File: config.mk
export PLATFORM = sky130hd
export DESIGN_NAME = fixed_capacity_list_engine_core
export DESIGN_NICKNAME = d
export VERILOG_FILES = /design/src/hw/rtl/flc_pkg.sv /design/src/hw/rtl/fixed_capacity_list_engine_core.sv /design/src/hw/rtl/flc_cell.sv /design/src/hw/rtl/flc_hit_enc.sv
export VERILOG_INCLUDE_DIRS = /design/src /design/src/hw/rtl
export SDC_FILE = /design/constraint.sdc
export NUM_CORES = 2
export LEC_CHECK = 0
export BUFFER_PORTS_ARGS = -buffer_cell sky130_fd_sc_hd__clkbuf_2
export CAP_MARGIN = 40
export CELL_PAD_IN_SITES_DETAIL_PLACEMENT = 1
export CELL_PAD_IN_SITES_GLOBAL_PLACEMENT = 2
export CORE_ASPECT_RATIO = 1.25
export CORE_MARGIN = 2
export CORE_UTILIZATION = 25
export CTS_CLUSTER_DIAMETER = 50
export DETAILED_ROUTE_END_ITERATION = 16
export PLACE_DENSITY = 0.56
export RECOVER_POWER = 50
export REMOVE_ABC_BUFFERS = 1
export SLEW_MARGIN = 20
export SYNTH_ARGS = -nofsm -noshare
export SYNTH_HDL_FRONTEND = slang
export SYNTH_SLANG_ARGS = --single-unit
File: constraint.sdc
create_clock -name clk -period 13.6 [get_ports clk]
set_input_delay 1.36 -clock clk [delete_from_list [all_inputs] [get_ports clk]]
set_output_delay 1.36 -clock clk [all_outputs]
set_load 0.02 [all_outputs]
File: src/hw/rtl/fixed_capacity_list_engine_core_assert.svh
// ---------------------------------------------------------------------------
// Assertion macros for the fixed-capacity list engine.
// Each macro expands to one labeled concurrent assertion on clk with reset.
// ---------------------------------------------------------------------------
`ifndef FIXED_CAPACITY_LIST_ENGINE_CORE_ASSERT_SVH
`define FIXED_CAPACITY_LIST_ENGINE_CORE_ASSERT_SVH

// Condition in the same cycle.
`define FLC_ASSERT_SAME(label, clk, rst, ante, cons, msg) \
  label: assert property (@(posedge clk) disable iff (rst) (ante) |-> (cons)) \
    else $error(msg);

// Condition in the following cycle.
`define FLC_ASSERT_NEXT(label, clk, rst, ante, cons, msg) \
  label: assert property (@(posedge clk) disable iff (rst) (ante) |=> (cons)) \
    else $error(msg);

`endif

File: src/hw/rtl/flc_pkg.sv
// ---------------------------------------------------------------------------
// flc_pkg
// Shared constants, codes and types of the fixed-capacity list engine.
// ---------------------------------------------------------------------------
`timescale 1ns / 1ps

package flc_pkg;

  // Storage geometry.
  localparam int CAPACITY   = 16;
  localparam int DATA_WIDTH = 32;

  // Port field widths.
  localparam int FIELD_W = 5;
  localparam int VALUE_W = 32;
  localparam int CMD_W   = 3;

  // Counts and slot indexes hold 0..CAPACITY.
  localparam int CNT_W  = $clog2(CAPACITY + 1);
  // Range checks are done wide enough for both the fields and the counts.
  localparam int WIDE_W = ((CNT_W > FIELD_W) ? CNT_W : FIELD_W) + 1;

  typedef enum logic [CMD_W-1:0] {
    CMD_READ   = 3'd0,
    CMD_INSERT = 3'd1,
    CMD_ERASE  = 3'd2,
    CMD_FIND   = 3'd3,
    CMD_FILL   = 3'd4
  } cmd_t;

  // Operation broadcast to every cell of the row.
  typedef enum logic [2:0] {
    C_NONE,
    C_INSERT,
    C_FILL,
    C_LOAD,
    C_SHIFT,
    C_COMMIT,
    C_FIND
  } cell_op_t;

  typedef struct packed {
    cell_op_t              op;
    logic [CNT_W-1:0]      lo;
    logic [CNT_W-1:0]      hi;
    logic [DATA_WIDTH-1:0] value;
  } cell_ctl_t;

  typedef enum logic [1:0] {
    ST_IDLE,
    ST_ERASE,
    ST_FIND,
    ST_HOLD
  } state_t;

  typedef struct packed {
    logic [VALUE_W-1:0] data;
    logic [FIELD_W-1:0] where;
    logic [FIELD_W-1:0] fill_count;
    logic               fault;
  } res_t;

endpackage

File: src/hw/rtl/fixed_capacity_list_engine_core.sv
// ---------------------------------------------------------------------------
// fixed_capacity_list_engine_core
// Fixed-capacity ordered list held in a row of slot cells with a fill count.
// ---------------------------------------------------------------------------
//  Channel  Handshake             Words carried
//  in       in_valid / in_ready   cmd, pos, span, stop, value
//  out      out_valid / out_ready data, where, fill_count, fault
//
//  Read, insert, fill and rejected words are answered from the idle state;
//  find registers the match flags, then encodes them. Erase loads the shadow
//  row, moves it down one slot per cycle over span slots, then writes it back.
//  A new word is taken while a result waits in the output register, but not
//  during erase or find, nor while a second result waits on an unread first.
//  Reset clears the fill count and control; entries are undefined until written.
// ---------------------------------------------------------------------------
`timescale 1ns / 1ps

module fixed_capacity_list_engine_core (
  input  logic                        clk,
  input  logic                        rst,
  input  logic                        in_valid,
  output logic                        in_ready,
  input  logic [flc_pkg::CMD_W-1:0]   cmd,
  input  logic [flc_pkg::FIELD_W-1:0] pos,
  input  logic [flc_pkg::FIELD_W-1:0] span,
  input  logic [flc_pkg::FIELD_W-1:0] stop,
  input  logic [flc_pkg::VALUE_W-1:0] value,
  output logic                        out_valid,
  input  logic                        out_ready,
  output logic [flc_pkg::VALUE_W-1:0] data,
  output logic [flc_pkg::FIELD_W-1:0] where,
  output logic [flc_pkg::FIELD_W-1:0] fill_count,
  output logic                        fault
);
  import flc_pkg::*;

  `include "fixed_capacity_list_engine_core_assert.svh"

  state_t           state, state_next;
  logic [CNT_W-1:0] vc, vc_next;
  logic [CNT_W-1:0] cnt, cnt_next;
  logic [CNT_W-1:0] lo_r, lo_next;
  logic [CNT_W-1:0] hi_r, hi_next;
  res_t             pend;
  res_t             out_reg;
  res_t             res;
  logic             finish;
  logic             out_free;
  cell_ctl_t        ctl;

  logic [DATA_WIDTH-1:0] entry_w  [CAPACITY];
  logic [DATA_WIDTH-1:0] shadow_w [CAPACITY];
  logic [DATA_WIDTH-1:0] rd_w     [CAPACITY];
  logic [CAPACITY-1:0]   hit_w;
  logic [DATA_WIDTH-1:0] rd_or;
  logic [CNT_W-1:0]      enc_where;

  logic [WIDE_W-1:0] pos_w, span_w, stop_w, vc_w, cap_w;

  assign pos_w  = WIDE_W'(pos);
  assign span_w = WIDE_W'(span);
  assign stop_w = WIDE_W'(stop);
  assign vc_w   = WIDE_W'(vc);
  assign cap_w  = WIDE_W'(CAPACITY);

  // Row of slot cells; entries move up from the lower neighbor on insert,
  // shadows move down from the upper neighbor during erase.
  for (genvar i = 0; i < CAPACITY; i++) begin : g_cell
    logic [DATA_WIDTH-1:0] lower;
    logic [DATA_WIDTH-1:0] upper;
    if (i == 0) begin : g_first
      assign lower = '0;
    end else begin : g_lower
      assign lower = entry_w[i-1];
    end
    if (i == CAPACITY - 1) begin : g_last
      assign upper = '0;
    end else begin : g_upper
      assign upper = shadow_w[i+1];
    end
    flc_cell u_cell (
      .clk          (clk),
      .idx          (CNT_W'(i)),
      .ctl          (ctl),
      .lower_entry  (lower),
      .upper_shadow (upper),
      .entry        (entry_w[i]),
      .shadow       (shadow_w[i]),
      .rd_data      (rd_w[i]),
      .hit          (hit_w[i])
    );
  end

  // Read bus: only the addressed cell drives nonzero data.
  always_comb begin
    rd_or = '0;
    for (int i = 0; i < CAPACITY; i++) begin
      rd_or = rd_or | rd_w[i];
    end
  end

  flc_hit_enc u_hit_enc (
    .hit   (hit_w),
    .stop  (hi_r),
    .where (enc_where)
  );

  assign out_free = !out_valid || out_ready;
  assign in_ready = (state == ST_IDLE);

  // Command decode, cell control and next state.
  always_comb begin
    state_next = state;
    vc_next    = vc;
    cnt_next   = cnt;
    lo_next    = lo_r;
    hi_next    = hi_r;
    finish     = 1'b0;
    res        = '0;
    ctl.op     = C_NONE;
    ctl.lo     = lo_r;
    ctl.hi     = hi_r;
    ctl.value  = value[DATA_WIDTH-1:0];

    case (state)
      ST_IDLE: begin
        if (in_valid) begin
          case (cmd_t'(cmd))
            CMD_READ: begin
              finish = 1'b1;
              if (pos_w >= cap_w) begin
                res.fault = 1'b1;
              end else begin
                ctl.lo   = CNT_W'(pos);
                res.data = VALUE_W'(rd_or);
              end
            end
            CMD_INSERT: begin
              finish = 1'b1;
              if (pos_w > vc_w) begin
                res.fault = 1'b1;
              end else if (vc_w >= cap_w) begin
                // Full list: the last entry drops out.
                ctl.op = C_INSERT;
                ctl.hi = CNT_W'(CAPACITY - 1);
                if (pos_w >= cap_w) begin
                  ctl.lo    = CNT_W'(CAPACITY - 1);
                  res.where = FIELD_W'(CAPACITY - 1);
                end else begin
                  ctl.lo    = CNT_W'(pos);
                  res.where = pos;
                end
              end else begin
                ctl.op    = C_INSERT;
                ctl.lo    = CNT_W'(pos);
                ctl.hi    = vc;
                vc_next   = vc + CNT_W'(1);
                res.where = pos;
              end
            end
            CMD_ERASE: begin
              if ((pos_w + span_w) > vc_w) begin
                finish    = 1'b1;
                res.fault = 1'b1;
              end else begin
                ctl.op     = C_LOAD;
                lo_next    = CNT_W'(pos);
                hi_next    = CNT_W'(vc_w - span_w);
                cnt_next   = CNT_W'(span);
                state_next = ST_ERASE;
              end
            end
            CMD_FIND: begin
              if ((pos_w > stop_w) || (stop_w > cap_w)) begin
                finish    = 1'b1;
                res.fault = 1'b1;
              end else begin
                ctl.op     = C_FIND;
                ctl.lo     = CNT_W'(pos);
                ctl.hi     = CNT_W'(stop);
                hi_next    = CNT_W'(stop);
                state_next = ST_FIND;
              end
            end
            CMD_FILL: begin
              ctl.op = C_FILL;
              finish = 1'b1;
            end
            default: begin
              finish    = 1'b1;
              res.fault = 1'b1;
            end
          endcase
        end
      end
      ST_ERASE: begin
        if (cnt != '0) begin
          ctl.op   = C_SHIFT;
          cnt_next = cnt - CNT_W'(1);
        end else begin
          // Write the shifted words back and shrink the list.
          ctl.op  = C_COMMIT;
          vc_next = hi_r;
          finish  = 1'b1;
        end
      end
      ST_FIND: begin
        res.where = FIELD_W'(enc_where);
        finish    = 1'b1;
      end
      ST_HOLD: begin
        if (out_free) begin
          state_next = ST_IDLE;
        end
      end
      default: begin
        state_next = ST_IDLE;
      end
    endcase

    res.fill_count = FIELD_W'(vc_next);

    if (finish) begin
      state_next = out_free ? ST_IDLE : ST_HOLD;
    end
  end

  // Control registers.
  always_ff @(posedge clk) begin
    if (rst) begin
      state <= ST_IDLE;
      vc    <= '0;
    end else begin
      state <= state_next;
      vc    <= vc_next;
    end
  end

  // Sequencing registers for erase and find.
  always_ff @(posedge clk) begin
    cnt  <= cnt_next;
    lo_r <= lo_next;
    hi_r <= hi_next;
  end

  // Output register and the pending result behind it.
  always_ff @(posedge clk) begin
    if (rst) begin
      out_valid <= 1'b0;
    end else if ((state == ST_HOLD) && out_free) begin
      out_valid <= 1'b1;
    end else if (finish && out_free) begin
      out_valid <= 1'b1;
    end else if (out_ready) begin
      out_valid <= 1'b0;
    end
  end

  always_ff @(posedge clk) begin
    if ((state == ST_HOLD) && out_free) begin
      out_reg <= pend;
    end else if (finish && out_free) begin
      out_reg <= res;
    end
    if (finish && !out_free) begin
      pend <= res;
    end
  end

  assign data       = out_reg.data;
  assign where      = out_reg.where;
  assign fill_count = out_reg.fill_count;
  assign fault      = out_reg.fault;

  // Checks on the engine's own bookkeeping.
  `FLC_ASSERT_SAME(a_count_range, clk, rst, 1'b1, vc <= CNT_W'(CAPACITY), "fill count above capacity")
  `FLC_ASSERT_SAME(a_hold_has_out, clk, rst, state == ST_HOLD, out_valid, "pending result without an occupied output register")
  `FLC_ASSERT_NEXT(a_erase_ends, clk, rst, (state == ST_ERASE) && (cnt == '0), (state == ST_IDLE) || (state == ST_HOLD), "erase did not finish after its last shift")
  `FLC_ASSERT_SAME(a_fault_clean, clk, rst, out_valid && fault, (data == '0) && (where == '0), "rejected command returned data or a slot")

endmodule

File: src/hw/rtl/flc_cell.sv
// ---------------------------------------------------------------------------
// flc_cell
// One slot of the list: the stored entry, a shadow word that shifts toward
// lower slots during erase, and a registered match flag for find.
// ---------------------------------------------------------------------------
`timescale 1ns / 1ps

module flc_cell (
  input  logic                          clk,
  input  logic [flc_pkg::CNT_W-1:0]     idx,
  input  flc_pkg::cell_ctl_t            ctl,
  input  logic [flc_pkg::DATA_WIDTH-1:0] lower_entry,
  input  logic [flc_pkg::DATA_WIDTH-1:0] upper_shadow,
  output logic [flc_pkg::DATA_WIDTH-1:0] entry,
  output logic [flc_pkg::DATA_WIDTH-1:0] shadow,
  output logic [flc_pkg::DATA_WIDTH-1:0] rd_data,
  output logic                          hit
);
  import flc_pkg::*;

  logic at_lo;
  logic above_lo;
  logic in_range;

  // Position of this slot relative to the broadcast window.
  assign at_lo    = (idx == ctl.lo);
  assign above_lo = (idx > ctl.lo) && (idx <= ctl.hi);
  assign in_range = (idx >= ctl.lo) && (idx < ctl.hi);

  // The selected slot drives the read bus, all others drive zero.
  assign rd_data = entry & {DATA_WIDTH{at_lo}};

  // Stored entry.
  always_ff @(posedge clk) begin
    case (ctl.op)
      C_INSERT: begin
        if (at_lo) begin
          entry <= ctl.value;
        end else if (above_lo) begin
          entry <= lower_entry;
        end
      end
      C_FILL: begin
        entry <= ctl.value;
      end
      C_COMMIT: begin
        if (in_range) begin
          entry <= shadow;
        end
      end
      default: begin
      end
    endcase
  end

  // Shadow word: copied from the entry, then moved down one slot a cycle.
  always_ff @(posedge clk) begin
    case (ctl.op)
      C_LOAD:  shadow <= entry;
      C_SHIFT: shadow <= upper_shadow;
      default: begin
      end
    endcase
  end

  // Match flag for the find window.
  always_ff @(posedge clk) begin
    if (ctl.op == C_FIND) begin
      hit <= in_range && (entry == ctl.value);
    end
  end

endmodule

File: src/hw/rtl/flc_hit_enc.sv
// ---------------------------------------------------------------------------
// flc_hit_enc
// Turns the row of match flags into the lowest matching slot, or the end
// of the search window when no slot matched.
// ---------------------------------------------------------------------------
`timescale 1ns / 1ps

module flc_hit_enc (
  input  logic [flc_pkg::CAPACITY-1:0] hit,
  input  logic [flc_pkg::CNT_W-1:0]    stop,
  output logic [flc_pkg::CNT_W-1:0]    where
);
  import flc_pkg::*;

  logic [CAPACITY-1:0] first;
  logic [CNT_W-1:0]    slot;

  // Isolate the lowest set flag.
  assign first = hit & (~hit + CAPACITY'(1));

  // Encode the one-hot flag as a slot number.
  always_comb begin
    slot = '0;
    for (int i = 0; i < CAPACITY; i++) begin
      slot = slot | ({CNT_W{first[i]}} & CNT_W'(i));
    end
  end

  assign where = (hit == '0) ? stop : slot;

endmodule
### Word-level counts from Yosys, hierarchy flattened

Cells that the tools add are included.

* $add $sub $neg: 5
* $lt $le $gt $ge: 70
* equal/unequal tests: 87
* muxes and demuxes: 140
* bitwise gates (word level): 48
* reductions and logical operators: 87

Operator list (count)
* 32-bit 2-to-1 mux: 51
* 32-bit one-hot mux with 3 select lines: 16
* 32-bit one-hot mux with 2 select lines: 16
* 32-bit AND: 16
* 32-bit == test: 16
* 32-bit OR: 15
* 43-bit 2-to-1 mux: 2
* 5-bit 2-to-1 mux: 17
* 1-bit logical AND: 51
* 5-bit one-hot mux with 2 select lines: 5
* 3-bit by 1-bit inequality test with 1-bit output, second input constant: 16
* 3-bit AND reduction: 16
* 4-bit by 5-bit == test with 1-bit output, first input constant: 8
* 4-bit by 5-bit >= comparator with 1-bit output, first input constant: 8
* 4-bit by 5-bit > comparator with 1-bit output, first input constant: 8
* 4-bit by 5-bit <= comparator with 1-bit output, first input constant: 8
* 4-bit by 5-bit < comparator with 1-bit output, first input constant: 8
* 5-bit by 4-bit OR with 5-bit output: 8
* 13-bit 2-to-1 mux: 3
* 37-bit 2-to-1 mux: 1
* 2-bit by 1-bit inequality test with 1-bit output, second input constant: 17
* 3-bit by 5-bit == test with 1-bit output, first input constant: 4
* 3-bit by 5-bit >= comparator with 1-bit output, first input constant: 4
* 3-bit by 5-bit > comparator with 1-bit output, first input constant: 4
* other kinds (59): 119

* register bits: 1149
* input bits: 54
* word-level logic and storage cells: 499

### Logic depth before layout (Yosys ltp)

* word-level depth: 30
* mapped depth: 17

### Modules after synthesis

Synthesis repeated with hierarchy kept, for this count alone.

* cell total of the unflattened synthesis: 5500
* area, all modules: 68565.8 µm²

Modules (own cells, without submodules)
* flc_cell: instances 16, cells each 302, area an instance 3857.4 µm²
* fixed_capacity_list_engine_core: instances 1, cells each 635, area an instance 6642.6 µm²
* flc_hit_enc: instances 1, cells each 33, area an instance 203.9 µm²

### Least setup slack after synthesis

No wires, ideal clock.

* path kind: input to register
* from: input port pos[0] (netlist bit)
* to: register g_cell[0].u_cell.shadow[0] (netlist bit), enable pin
* data arrival time: 10.078 ns
* required time: 12.933 ns
* slack: 2.855 ns
* stages: 13
* path buffers: 0
* path through: ha_1 -> fa_1 -> a21o_1 -> a21oi_1 -> xnor2_1 -> ha_1 -> mux2i_1 -> a21oi_1 -> or3b_1 -> a21oi_1 -> nor2_1 -> nor2_1 -> or2_2

* cells in the longest elaborated chain, start to end: 8
* elaborated cells between the ends (all ways): 14
* those cells by class: add/sub (1); order compare (3); eq/ne (2); mux (6); reduce/logical (2)

RTL lines
* start, declared: line fixed_capacity_list_engine_core.sv:24 `input logic [flc_pkg::FIELD_W-1:0] pos,`
* 5-bit by 5-bit adder with 6-bit output or 5-bit > comparator (tied branches): line fixed_capacity_list_engine_core.sv:162, fixed_capacity_list_engine_core.sv:174
* 6-bit by 5-bit > comparator with 1-bit output or 1-bit logical OR (tied branches): line fixed_capacity_list_engine_core.sv:162, fixed_capacity_list_engine_core.sv:174
* 2-bit 2-to-1 mux or 13-bit 2-to-1 mux (tied branches): line fixed_capacity_list_engine_core.sv:162, fixed_capacity_list_engine_core.sv:174
* 3-bit one-hot mux with 4 select lines *: line fixed_capacity_list_engine_core.sv:128 `case (cmd_t'(cmd))`
* 13-bit 2-to-1 mux *: line fixed_capacity_list_engine_core.sv:127 `if (in_valid) begin`
* 3-bit one-hot mux with 2 select lines *: line fixed_capacity_list_engine_core.sv:125 `case (state)`
* 3-bit by 2-bit == test with 1-bit output or 3-bit == test (tied branches): line flc_cell.sv:58 `case (ctl.op)`
* 2-bit nonzero test (no line) *
* end signal, assigned: line flc_cell.sv:59 `C_LOAD: shadow <= entry;`
* end signal, assigned: line flc_cell.sv:60 `C_SHIFT: shadow <= upper_shadow;`
* end, declared: line flc_cell.sv:15 `output logic [flc_pkg::DATA_WIDTH-1:0] shadow,`

Mark *: on every way between the ends. The rest lies on a longest branch, timed or not.
A chain may end at the register's enable or synchronous reset.

==> run_results.csv <==
group,metric,value,unit
clock_tree,clock-sinks,1149,
power,p_sw_frac,0.322,
synth,synth_seq_cells,1149,
synth,async_reset_ff_frac,0,
power,power.switching,3560,uW
final_layout,multi_input_area,25000,sq um
final_layout,instances_no_fill,9499,
sta,fin_crit_sh,0.760,
synth,synth_flop_cell,"edfxtp_1",
sta,finalCriticalPeriod,10.34,ns
clock_tree,cts.repair.resized,0,
clock_tree,cts-buffers-inserted,165,
clock_tree,postCtsHoldBufs,0,
power,power_frac_seq,0.440,
placement,post-place-cells,9196,
die,die_w,450,um
critical_path,critPathLaunchType,"input port",
sta,fmax,96.7,MHz
grt,grt_pass1_vias,53800,
grt,grt_max_degree,188,
critical_path,required,14.21,ns
clock_tree,cts_setup_buffers,0,
final_layout,fill_cells,27600,
synth,seq_area_frac_synth,0.553,
die,dieHeight,562,um
power,p_total,11100,uW
critical_path,path_cells,"clkbuf_1 > ha_1 > and4_1 > and3_1 > a21oi_1 > a211oi_2 > a22oi_2 > buf_4 > clkbuf_1 > nor2_1 > buf_4 > a222oi_1 > a2bb2oi_1 > a41oi_1 > a21o_1",
drt,post_drt_wl_per_cell,39.2,um
outcome,violations,"capacitance limit, slew limit",
synth,synth_edf_count,1141,
drt,top_layer,"met5",
drt,post-route-drc-count,0,
die,std_cell_rows,204,
power,combPwrFrac,0.163,
die,io-pin-count,99,
drt,drtIter0Drc,7691,
die,core,247000,sq um
synth,syn_area,62300,sq um
drt,viasPerCell,5.71,
flow_run,maxCapViolCount,33,
critical_path,ff2ff_setup_slack,3.56,ns
critical_path,end_kind,"flip-flop",
drt,wl_met1,137,mm
drt,vias,54200,
die,start_util,0.252,
critical_path,cp.arrival,10.95,ns
drt,met3WireLength,25.8,mm
sta,hold_viol_final,0,
final_layout,syn2layout_area_growth,16.0,%
clock_tree,cts.clk_slew.worst_paths,0.05,ns
sta,tns,0,ns
grt,grt_pass1_wl,495,mm
sta,worst_pin_slew,3.90,ns
critical_path,crit_fanout,38,
final_layout,nets,6165,
die,die-area,253000,sq um
power,peakVddDrop,0.0855,mV
clock_tree,cts_root_buf,"clkbuf_16",
critical_path,criticalPathCategory,"input port to flip-flop",
critical_path,slowest_delay,1.99,ns
clock_tree,cts_buffer_depth,4,
sta,drv_slew,1255,
grt,grt_antenna_before_repair,23,
final_layout,layout-drive-gt1-share,0.0931,
critical_path,crit_path_top_delay_cell,"clkbuf_1",
sta,max-slew-margin-rel,-1.60,
drt,dr.pass1.iters,10,
placement,pre_cts_ws,6.03,ns
final_layout,post-route-util,0.292,
placement,place.gp.congestion,0.991,
clock_tree,cts_tree,"yes",
drt,met2_length,175,mm
drt,antenna_left,0,
sta,rsz0062_at_grt,"no",
synth,avgSynthCellArea,10.2,sq um
power,p_clk_frac,0.397,
grt,globalRouteOverflowTotal,0,
power,leakage,0.0275,uW
placement,io_buffers,98,
worst_hold_path,min_path_type,"flip-flop to flip-flop",
power,p_int,7490,uW
sta,setup_ws,3.26,ns
grt,grt_use_total,0.284,
drt,routed_wl,372,mm
sta,fin_skew,0.0683,ns
clock_tree,clock_latency,0.86,ns
final_layout,ff_latch_area,34400,sq um
synth,synth_top_area_share,0.550,
power,p_per_area,153,nW/um^2
placement,dp_hpwl,258,mm
synth,synthTopCellsByArea,"edfxtp_1 (55%), nand2_1 (12%), xor2_1 (5.9%)",
synth,synth.distinct_cells,84,
sta,finalSetupViolations,0,
synth,synth_largest_area_cell,"edfxtp_1",
outcome,run_status,"finished with violations",
clock_tree,htreeDepth,4,
synth,syn_inst,6099,
synth,ys_warn_count,0,
## metal layers
metal | global-route usage | vias up
met4 | 0.216 | 10
met1 | 0.333 | 28200
li1 | - | 22100
met5 | 0 | -
met2 | 0.468 | 3048
met3 | 0.0443 | 949
## stage by stage
stage / instance area [sq um] / hold slack (ns)
final: 72200 / 0.502
after floorplan: 60100 / 0.494
after global routing: 72200 / 0.531
after detailed placement: 67100 / 0.506
after CTS: 72400 / 0.512
after global placement: 66600 / 0.505
## cell usage in the layout (no fill, tap or decap), types with 14 or more instances in the layout
cell type and instances:
nand4_1 68, a21o_1 48, a22o_1 57, nor2_1 85, xor2_1 419, nand3_1 35, clkbuf_16 168, ha_1 29
xnor2_1 103, edfxtp_1 1141, o22ai_1 22, clkinv_2 19, o21ai_0 56, a221oi_1 30, and3_1 33, nor3_2 14
nand2_1 1977, bufinv_16 16, a22oi_1 166, inv_1 306, nor4_1 123, and2_0 26, a222oi_1 275, mux2i_1 66
o2bb2ai_1 16, mux2_2 20, a31oi_1 24, nor3_1 45, o32ai_1 16, a32oi_1 103, clkbuf_2 45, buf_4 155
clkbuf_1 114, a21oi_1 72
## flip-flops by register name, summed over array words and instances, names as in the netlist
| name | count |
|---|---|
| data | 32 |
| where | 5 |
| fault | 1 |
| g_cell.u_cell.hit | 16 |
| lo_r | 5 |
| hi_r | 5 |
| vc | 5 |
| g_cell.u_cell.entry | 512 |
| g_cell.u_cell.shadow | 512 |
| out_valid | 1 |
| cnt | 5 |
| fill_count | 5 |
| state | 2 |
| pend | 43 |
## synthesized netlist by cell type (16+ instances only)
| cell type | instances |
|---|---|
| a21o_1 | 48 |
| a21oi_1 | 76 |
| a221oi_1 | 30 |
| a222oi_1 | 275 |
| a22o_1 | 58 |
| a22oi_1 | 168 |
| a31oi_1 | 25 |
| a32oi_1 | 102 |
| and2_1 | 36 |
| and3_1 | 34 |
| buf_1 | 47 |
| buf_2 | 92 |
| clkbuf_1 | 350 |
| edfxtp_1 | 1141 |
| ha_1 | 29 |
| inv_1 | 306 |
| mux2_2 | 20 |
| mux2i_1 | 66 |
| nand2_1 | 1977 |
| nand3_1 | 35 |
| nand4_1 | 68 |
| nor2_1 | 85 |
| nor3_1 | 57 |
| nor4_1 | 124 |
| o21ai_0 | 54 |
| o22ai_1 | 22 |
| o2bb2ai_1 | 16 |
| o32ai_1 | 19 |
| xnor2_1 | 103 |
| xor2_1 | 419 |
## final timing paths
path / startpoint / to / cells past startpoint
max: pos[4] / data[16] / 15
min: g_cell[14].u_cell.shadow[20] / g_cell[13].u_cell.shadow[20] / 2
max reg2reg: state[1] / data[16] / 13
min reg2reg: g_cell[14].u_cell.shadow[20] / g_cell[13].u_cell.shadow[20] / 2
## worst max-delay path: cells and delay by family
kind | cells | cell delay (ns)
buffers and inverters | 4 | 4.01
AND/OR/NAND/NOR | 3 | 2.13
AO/OA/AOI/OAI | 7 | 2.88
adder cells (fa/ha/maj) | 1 | 0.41
## cell families (layout without fill, tap and decap cells)
logic type	count (synthesis)	count (layout)	synth area share
other	0	7	0
AO/OA/AOI/OAI	1016	1016	0.134
AND/OR/NAND/NOR	2478	2478	0.165
buffers and inverters	814	911	0.0524
XOR/XNOR	522	522	0.0734
flip-flops	1149	1149	0.553
multiplexers	89	89	0.0148
adder cells (fa/ha/maj)	31	31	0.00647
## layout make-up
type | count | area share
sequential | 1149 | 0.477
inverter | 306 | 0.0159
antenna | 7 | 0.000243
clock buffer | 195 | 0.0596
timing repair buffer | 322 | 0.0309
multi-input combinational | 4136 | 0.346
tap | 3296 | 0.0571
clock inverter | 88 | 0.0137
## power groups by stage
stage / Clock [uW] / Sequential (uW) / Combinational, uW
4_1_cts: 4440 / 4860 / 1790
6_report: 4390 / 4870 / 1800
3_3_place_gp: 0 / 4930 / 1730
5_1_grt: 4550 / 4880 / 1910
3_5_place_dp: 0 / 4930 / 1780
2_1_floorplan: 0 / 4740 / 1210
No activity file was read; power rests on OpenSTA's default activity.
